==> src/hw/rtl/sp3d_pkg.sv <==
// ----------------------------------------------------------------------------
// sp3d_pkg
// Shared widths for the 3D spiral shell delta encoder and its channels.
// ----------------------------------------------------------------------------
package sp3d_pkg;

    // coordinate width of one axis
    localparam int COORD_BITS = 12;
    // signed difference of two coordinates
    localparam int DELTA_BITS = COORD_BITS + 1;
    // face column, row and width (up to 2m+1)
    localparam int SPAN_BITS  = COORD_BITS + 1;
    // product of two spans
    localparam int PROD_BITS  = 2 * SPAN_BITS;
    // full spiral code, never wraps
    localparam int CODE_BITS  = 3 * COORD_BITS + 3;

    typedef logic [COORD_BITS-1:0] t_coord;
    typedef logic [CODE_BITS-1:0]  t_code;

endpackage

==> src/hw/rtl/sp3d_if.sv <==
// ----------------------------------------------------------------------------
// sp3d_if
// Valid/ready channels: point pair requests in, spiral code requests out.
// ----------------------------------------------------------------------------
interface sp3d_in_if import sp3d_pkg::*; ();
    logic   valid;
    logic   ready;
    t_coord cur_x;
    t_coord cur_y;
    t_coord cur_z;
    t_coord prev_x;
    t_coord prev_y;
    t_coord prev_z;

    modport source (
        output valid, cur_x, cur_y, cur_z, prev_x, prev_y, prev_z,
        input  ready
    );
    modport sink (
        input  valid, cur_x, cur_y, cur_z, prev_x, prev_y, prev_z,
        output ready
    );
endinterface

interface sp3d_out_if import sp3d_pkg::*; ();
    logic  valid;
    logic  ready;
    t_code spiral_code;

    modport source (output valid, spiral_code, input ready);
    modport sink   (input  valid, spiral_code, output ready);
endinterface

==> src/hw/rtl/spiral_3d_delta_encoder.sv <==
// ----------------------------------------------------------------------------
// spiral_3d_delta_encoder
// Codes the delta of a point and its parent as a spiral shell code.
// ----------------------------------------------------------------------------
//  channel   dir  handshake       payload
//  i_in      in   valid / ready   cur_x..z, prev_x..z (12 bits each)
//  o_out     out  valid / ready   spiral_code (39 bits)
//
// Five register stages: delta and shell index, face select, products, cube
// and face sums, final add. One request enters per cycle unless o_out stalls.
// Each stage takes a request when it is empty or its successor
// takes its own, so a stall on o_out fills bubbles first and loses nothing.
// i_rst_n (synchronous) clears the stage valid bits only.
// ----------------------------------------------------------------------------
module spiral_3d_delta_encoder import sp3d_pkg::*; (
    input  logic        i_clk,
    input  logic        i_rst_n,
    sp3d_in_if.sink     i_in,
    sp3d_out_if.source  o_out
);

    typedef enum logic [2:0] {
        FACE_ZP,
        FACE_XN,
        FACE_ZN,
        FACE_XP,
        FACE_YCAP
    } t_face;

    logic rdy1, rdy2, rdy3, rdy4, rdy5;

    // stage registers
    logic                          r1_vld;
    logic signed [DELTA_BITS-1:0]  r1_dx, r1_dy, r1_dz;
    logic        [COORD_BITS-1:0]  r1_m;

    logic                          r2_vld;
    logic        [SPAN_BITS-1:0]   r2_col, r2_row, r2_w, r2_inner, r2_a;
    t_face                         r2_face;
    logic                          r2_plus, r2_zero;

    logic                          r3_vld;
    logic        [PROD_BITS-1:0]   r3_cw, r3_sq, r3_side, r3_ww;
    logic        [SPAN_BITS-1:0]   r3_row, r3_inner;
    logic                          r3_odd, r3_plus, r3_zero;
    t_face                         r3_face;

    logic                          r4_vld;
    t_code                         r4_cube, r4_extra;
    logic        [PROD_BITS-1:0]   r4_offset;
    logic                          r4_zero;

    logic                          r5_vld;
    t_code                         r5_code;

    // ready chain from the output back to the input
    assign rdy5 = !r5_vld || o_out.ready;
    assign rdy4 = !r4_vld || rdy5;
    assign rdy3 = !r3_vld || rdy4;
    assign rdy2 = !r2_vld || rdy3;
    assign rdy1 = !r1_vld || rdy2;
    assign i_in.ready = rdy1;

    // stage 1: deltas and shell index
    logic signed [DELTA_BITS-1:0] n_dx, n_dy, n_dz;
    logic        [COORD_BITS-1:0] n_ax, n_ay, n_az, n_m;

    always_comb begin
        n_dx = $signed({1'b0, i_in.cur_x}) - $signed({1'b0, i_in.prev_x});
        n_dy = $signed({1'b0, i_in.cur_y}) - $signed({1'b0, i_in.prev_y});
        n_dz = $signed({1'b0, i_in.cur_z}) - $signed({1'b0, i_in.prev_z});
        n_ax = n_dx[DELTA_BITS-1] ? COORD_BITS'(-n_dx) : COORD_BITS'(n_dx);
        n_ay = n_dy[DELTA_BITS-1] ? COORD_BITS'(-n_dy) : COORD_BITS'(n_dy);
        n_az = n_dz[DELTA_BITS-1] ? COORD_BITS'(-n_dz) : COORD_BITS'(n_dz);
        n_m  = n_ax;
        if (n_ay > n_m) begin
            n_m = n_ay;
        end
        if (n_az > n_m) begin
            n_m = n_az;
        end
    end

    always_ff @(posedge i_clk) begin
        if (!i_rst_n) begin
            r1_vld <= 1'b0;
        end else if (rdy1) begin
            r1_vld <= i_in.valid;
        end
        if (rdy1) begin
            r1_dx <= n_dx;
            r1_dy <= n_dy;
            r1_dz <= n_dz;
            r1_m  <= n_m;
        end
    end

    // stage 2: pick the first matching face, its column, row and width
    logic signed [DELTA_BITS:0] ex, ey, ez, em, ep;
    logic signed [DELTA_BITS:0] n_col_s, n_row_s;
    logic        [SPAN_BITS-1:0] n_a, n_inner, n_w;
    t_face                       n_face;
    logic                        n_plus;

    always_comb begin
        ex      = {r1_dx[DELTA_BITS-1], r1_dx};
        ey      = {r1_dy[DELTA_BITS-1], r1_dy};
        ez      = {r1_dz[DELTA_BITS-1], r1_dz};
        em      = $signed({2'b00, r1_m});
        ep      = em - $signed({{DELTA_BITS{1'b0}}, 1'b1});
        n_a     = {r1_m, 1'b1};
        n_inner = SPAN_BITS'({r1_m, 1'b0} - 1'b1);
        n_plus  = 1'b0;
        n_w     = n_a;
        n_row_s = ey + em;
        if (ez == em) begin
            n_face  = FACE_ZP;
            n_col_s = em - ex;
        end else if (ex == -em) begin
            n_face  = FACE_XN;
            n_col_s = em - ez;
        end else if (ez == -em) begin
            n_face  = FACE_ZN;
            n_col_s = ex + em;
        end else if (ex == em) begin
            n_face  = FACE_XP;
            n_col_s = ez + em;
        end else begin
            n_face  = FACE_YCAP;
            n_w     = n_inner;
            n_row_s = ez + ep;
            if (ey == -em) begin
                n_col_s = ep - ex;
            end else begin
                n_col_s = ex + ep;
                n_plus  = 1'b1;
            end
        end
    end

    always_ff @(posedge i_clk) begin
        if (!i_rst_n) begin
            r2_vld <= 1'b0;
        end else if (rdy2) begin
            r2_vld <= r1_vld;
        end
        if (rdy2) begin
            r2_col   <= n_col_s[SPAN_BITS-1:0];
            r2_row   <= n_row_s[SPAN_BITS-1:0];
            r2_w     <= n_w;
            r2_inner <= n_inner;
            r2_a     <= n_a;
            r2_face  <= n_face;
            r2_plus  <= n_plus;
            r2_zero  <= (r1_m == '0);
        end
    end

    // stage 3: products of spans
    logic [SPAN_BITS-1:0] n_colm;

    always_comb begin
        // an even column runs down, so its end sits one column further
        n_colm = r2_col[0] ? r2_col : r2_col + 1'b1;
    end

    always_ff @(posedge i_clk) begin
        if (!i_rst_n) begin
            r3_vld <= 1'b0;
        end else if (rdy3) begin
            r3_vld <= r2_vld;
        end
        if (rdy3) begin
            r3_cw    <= PROD_BITS'(n_colm) * PROD_BITS'(r2_w);
            r3_sq    <= PROD_BITS'(r2_inner) * PROD_BITS'(r2_inner);
            r3_side  <= PROD_BITS'(r2_a) * PROD_BITS'(r2_a - 1'b1);
            r3_ww    <= PROD_BITS'(r2_w) * PROD_BITS'(r2_w);
            r3_row   <= r2_row;
            r3_inner <= r2_inner;
            r3_odd   <= r2_col[0];
            r3_face  <= r2_face;
            r3_plus  <= r2_plus;
            r3_zero  <= r2_zero;
        end
    end

    // stage 4: shell base cube, skipped faces, offset inside the face
    t_code                n_side_k, n_extra;
    logic [PROD_BITS-1:0] n_offset;

    always_comb begin
        unique case (r3_face)
            FACE_ZP:   n_side_k = '0;
            FACE_XN:   n_side_k = CODE_BITS'(r3_side);
            FACE_ZN:   n_side_k = CODE_BITS'(r3_side) << 1;
            FACE_XP:   n_side_k = (CODE_BITS'(r3_side) << 1) + CODE_BITS'(r3_side);
            FACE_YCAP: n_side_k = CODE_BITS'(r3_side) << 2;
            default:   n_side_k = '0;
        endcase
        // the y+ cap follows the whole y- cap
        n_extra  = n_side_k + (r3_plus ? CODE_BITS'(r3_ww) : '0);
        n_offset = r3_odd ? r3_cw + PROD_BITS'(r3_row)
                          : r3_cw - PROD_BITS'(r3_row) - 1'b1;
    end

    always_ff @(posedge i_clk) begin
        if (!i_rst_n) begin
            r4_vld <= 1'b0;
        end else if (rdy4) begin
            r4_vld <= r3_vld;
        end
        if (rdy4) begin
            r4_cube   <= CODE_BITS'(r3_sq) * CODE_BITS'(r3_inner);
            r4_extra  <= n_extra;
            r4_offset <= n_offset;
            r4_zero   <= r3_zero;
        end
    end

    // stage 5: final sum; coinciding points give zero
    always_ff @(posedge i_clk) begin
        if (!i_rst_n) begin
            r5_vld <= 1'b0;
        end else if (rdy5) begin
            r5_vld <= r4_vld;
        end
        if (rdy5) begin
            r5_code <= r4_zero ? '0 : r4_cube + r4_extra + CODE_BITS'(r4_offset);
        end
    end

    assign o_out.valid       = r5_vld;
    assign o_out.spiral_code = r5_code;

endmodule

==> src/flat_wrapper.sv <==
// flat-port wrapper written by rule: the top's interface ports become plain ports
module spiral_3d_delta_encoder_flat import sp3d_pkg::*;
  (i_clk, i_rst_n, i_in_valid, i_in_cur_x, i_in_cur_y, i_in_cur_z, i_in_prev_x, i_in_prev_y, i_in_prev_z, i_in_ready, o_out_valid, o_out_spiral_code, o_out_ready);
  sp3d_in_if i_in_i ();
  sp3d_out_if o_out_i ();
  input  logic i_clk;
  input  logic i_rst_n;
  input wire logic [$bits(i_in_i.valid)-1:0] i_in_valid;
  input wire logic [$bits(i_in_i.cur_x)-1:0] i_in_cur_x;
  input wire logic [$bits(i_in_i.cur_y)-1:0] i_in_cur_y;
  input wire logic [$bits(i_in_i.cur_z)-1:0] i_in_cur_z;
  input wire logic [$bits(i_in_i.prev_x)-1:0] i_in_prev_x;
  input wire logic [$bits(i_in_i.prev_y)-1:0] i_in_prev_y;
  input wire logic [$bits(i_in_i.prev_z)-1:0] i_in_prev_z;
  output wire logic [$bits(i_in_i.ready)-1:0] i_in_ready;
  output wire logic [$bits(o_out_i.valid)-1:0] o_out_valid;
  output wire logic [$bits(o_out_i.spiral_code)-1:0] o_out_spiral_code;
  input wire logic [$bits(o_out_i.ready)-1:0] o_out_ready;
  assign i_in_i.valid = i_in_valid;
  assign i_in_i.cur_x = i_in_cur_x;
  assign i_in_i.cur_y = i_in_cur_y;
  assign i_in_i.cur_z = i_in_cur_z;
  assign i_in_i.prev_x = i_in_prev_x;
  assign i_in_i.prev_y = i_in_prev_y;
  assign i_in_i.prev_z = i_in_prev_z;
  assign i_in_ready = i_in_i.ready;
  assign o_out_valid = o_out_i.valid;
  assign o_out_spiral_code = o_out_i.spiral_code;
  assign o_out_i.ready = o_out_ready;
  spiral_3d_delta_encoder u_core (.i_clk(i_clk), .i_rst_n(i_rst_n), .i_in(i_in_i), .o_out(o_out_i));
endmodule
==> config.mk <==
export PLATFORM = sky130hd
export DESIGN_NAME = spiral_3d_delta_encoder_flat
export DESIGN_NICKNAME = d
export VERILOG_FILES = /design/src/hw/rtl/sp3d_pkg.sv /design/src/hw/rtl/sp3d_if.sv /design/src/hw/rtl/spiral_3d_delta_encoder.sv /design/src/flat_wrapper.sv
export SDC_FILE = /design/constraint.sdc
export NUM_CORES = 2
export LEC_CHECK = 0
export ABC_AREA = 1
export BUFFER_PORTS_ARGS = -buffer_cell sky130_fd_sc_hd__buf_2
export CAP_MARGIN = 20
export CORE_MARGIN = 2
export CORE_UTILIZATION = 55
export DETAILED_ROUTE_END_ITERATION = 7
export GPL_ROUTABILITY_DRIVEN = 0
export GPL_TIMING_DRIVEN = 0
export HOLD_SLACK_MARGIN = 0.02
export PLACE_DENSITY = 0.72
export SYNTH_ARGS = -nofsm -noshare
export SYNTH_HDL_FRONTEND = slang
export SYNTH_SLANG_ARGS = --single-unit
export TNS_END_PERCENT = 1
==> constraint.sdc <==
create_clock -name i_clk -period 15.25 [get_ports i_clk]
set_input_delay 0.7625 -clock i_clk [delete_from_list [all_inputs] [get_ports i_clk]]
set_output_delay 0.7625 -clock i_clk [all_outputs]
set_load 0.01 [all_outputs]
==> impl_metrics.env <==
export IMPL_vias_in_the_first_global_route=45000
export IMPL_crit_fanout=10
export IMPL_most_common_layout_cells="inv_1 (1546), nand2_1 (1451), fa_1 (697), ha_1 (616), a21oi_1 (442)"
export IMPL_crit_chain="clkbuf_1 -> clkbuf_1 -> nand2_1 -> fa_1 -> inv_1 -> fa_1 -> inv_1 -> fa_1 -> inv_1 -> fa_1 -> fa_1 -> ha_1 -> a21oi_1 -> o21ai_0 -> a21oi_1 -> o21ai_0 -> a21boi_0 -> o21bai_1 -> nand3_1 -> nand2_1 -> a21oi_1 -> nor2_1 -> nor2_1 -> xor2_1"
export IMPL_muxShareOfSynthArea_pct=0
export IMPL_syn_avg_cell_area_sq_um=8.34
export IMPL_post_synth_instance_area_sq_um=56300
export IMPL_drt_total_wl_um=146000
export IMPL_grt_start_max_net_pins=91
export IMPL_die_area_sq_um=105000
export IMPL_cp_arrival_ns=7.40
export IMPL_min_path_type="in -> reg"
export IMPL_drt_pass1_iterations=8
export IMPL_clockBufferDepth=3
export IMPL_setup_violations=0
export IMPL_final_setup_tns_ns=0
export IMPL_placement_cell_area_sq_um=58800
export IMPL_remaining_drc_errors=0
export IMPL_clock_root_buffer="clkbuf_16"
export IMPL_synth_cells=6757
export IMPL_synth_compound_gate_area_share_pct=9.15
export IMPL_final_min_period_over_clock_period_pct=45.6
export IMPL_global_route_usage_total_pct=28.4
export IMPL_nNetsFinal=8315
export IMPL_critical_path_n_buffers_inverters=5
export IMPL_finalHoldWorstSlack_ns=0.390
export IMPL_max_clock_freq_mhz=144
export IMPL_clkSinkCount=385
export IMPL_synth_cell_types=72
export IMPL_grt_setup_unrepaired="no"
export IMPL_cpLargestDelayFamily="adder cells"
export IMPL_number_of_enable_flip_flop_cells_after_synthesis=380
export IMPL_async_reset_ff_share_pct=0
export IMPL_die_width_um=324
export IMPL_worst_path_most_repeated_cell="fa_1"
export IMPL_grt_antenna_before_repair=2
export IMPL_final_cell_area_sq_um=60200
export IMPL_report_final_hold_viol_count=0
export IMPL_post_cts_setup_buffer_count=0
export IMPL_htree_num_levels=2
export IMPL_timing_max_slew_rel_slack_pct=38.9
export IMPL_core_outline_area_sq_um=102000
export IMPL_seq_area_frac_synth_pct=20.4
export IMPL_rows=117
export IMPL_starting_density_of_the_core_pct=55.4
export IMPL_maxCapViolCount=0
export IMPL_timing_setup_critical_path_class="reg -> reg"
export IMPL_yosys_area_share_adder_pct=38.5
export IMPL_finalMaxSlewViolations=0
export IMPL_worstSetupStartpointType="register"
export IMPL_ant_nets=0
export IMPL_post_cts_resized=0
export IMPL_crit_path_end_kind="register"
export IMPL_drt_first_iter_violations=4097
export IMPL_post_cts_hold_buffer_count=0
export IMPL_layout_area_overhead_vs_synth_pct=6.92
export IMPL_synth_top_flop_cell="edfxtp_1"
export IMPL_grt_overflow_total=0
export IMPL_critPathMaxStageDelay_ns=0.59
export IMPL_worstMarginPinSlew_ns=0.910
export IMPL_boundaryPins=117
export IMPL_vias=45300
export IMPL_worstSkewPairLatency_ns=0.63
export IMPL_net_count_after_synthesis=8146
export IMPL_yosysWarningCount=0
export IMPL_cts_tree="built"
export IMPL_detailedPlacementHpwl_um=121000
export IMPL_grt_pass1_wl_um=234000
export IMPL_worst_ep_required_time_ns=15.70
export IMPL_layout_cells_most_common="inv_1"
export IMPL_detail_route_vias_per_cell=5.43
export IMPL_final_setup_skew_ns=0.0231
export IMPL_dominant_combinational_cell_family_by_area_after_synthesis="adder cells"
export IMPL_period_minus_slack_ns=6.95
export IMPL_synth_simple_gate_area_share_pct=15.5
export IMPL_fp_dieH_um=324
export IMPL_clk_pin_slew_ns=0.07
export IMPL_layout_drive_gt1_share_pct=4.38
export IMPL_synth_xor_xnor_area_share_pct=4.77
export IMPL_postSynthRegisterBits=385
export IMPL_cp_slowest_cell="a21boi_0"
export IMPL_run_status="finished clean"
export IMPL_portBuffers=116
export IMPL_routedWlPerCell_um=17.5
export IMPL_tritoncts_num_buffers=45
==> area by class of cell <==
cell class,instances,area (sq um)
clock inverter,30,323
inverter,1563,5880
buffer,167,689
clock buffer,50,1140
timing repair buffer,122,707
tap,1368,1710
antenna,1,2.50
multi-input combinational,4642,38300
sequential,385,11500
fill,8862,41500
==> routing by layer <==
| layer | part of all wire (%) | global-route usage [%] |
|---|---|---|
| met1 | 42 | 38.3 |
| met2 | 45 | 46.1 |
| met3 | 8.7 | 5.01 |
| met5 | 0.0089 | 0 |
| met4 | 3.9 | 9.88 |
==> registers in the layout, indices dropped and copies added (netlist names), 13 cells and up <==
register / count
u_core.o_out.spiral_code: 39
u_core.r4_cube: 38
u_core.r4_extra: 29
u_core.r4_offset: 26
u_core.r3_cw: 25
u_core.r3_side: 25
u_core.r3_sq: 24
u_core.r3_ww: 24
u_core.r1_dx: 13
u_core.r1_dy: 13
u_core.r1_dz: 13
u_core.r2_col: 13
u_core.r2_row: 13
u_core.r3_row: 13
==> kinds of logic (layout without fill, tap and decap cells) <==
group                    count (synthesis)  in the layout
AO/OA/AOI/OAI                          914            914
XOR/XNOR                               301            301
adder cells (fa/ha/maj)               1313           1313
buffers and inverters                 1730           1932
flip-flops                             385            385
other                                    0              1
AND/OR/NAND/NOR                       2114           2114
==> synthesized netlist by cell type, drive strengths merged, types with 9 or more instances <==
master	number	area, sq um
inv	1560	5860
nand2	1486	5690
fa	697	14000
ha	616	7710
a21oi	445	2250
edfxtp	380	11400
nor2	298	1170
o21ai	263	1320
xor2	225	2020
nand3	170	883
clkbuf	153	574
xnor2	76	666
nand4	53	347
nor3	49	267
o21bai	28	210
o21a	23	173
a31oi	21	131
o211ai	21	171
or2	20	128
a21o	19	143
nor4	19	134
o2111ai	18	158
a21boi	15	113
buf	14	115
o22ai	14	87.6
o31ai	14	105
a221oi	12	111
nand3b	9	71.3
==> stage by stage <==
step                      std cells  util (%)  setup slack, ns
final                          8328      59.2             8.30
after global routing           8327      59.2             7.96
after CTS                      8327      59.2             8.44
after detailed placement       8247      57.7             8.47
after global placement         8241      57.6             3.84
after floorplan                6757         -             6.68
==> worst paths after layout <==
kind                         start                to  slack (ns)  cells past startpoint
setup / recovery    u_core.r2_w[5]  u_core.r3_cw[24]        8.30                     24
hold / removal          i_in_valid     u_core.r1_vld        0.39                      3
setup reg to reg    u_core.r2_w[5]  u_core.r3_cw[24]        8.30                     24
hold reg to reg   u_core.r2_row[8]  u_core.r3_row[8]        0.42                      0
==> tightest hold or removal path: cells and delay by family <==
kind	cells	cell delay, ns
AO/OA/AOI/OAI	1	0.05
buffers and inverters	2	0.13
Power is left out: the tool's default activity adds up to more than one toggle a clock period on the data nets, which glitch-free logic cannot reach.
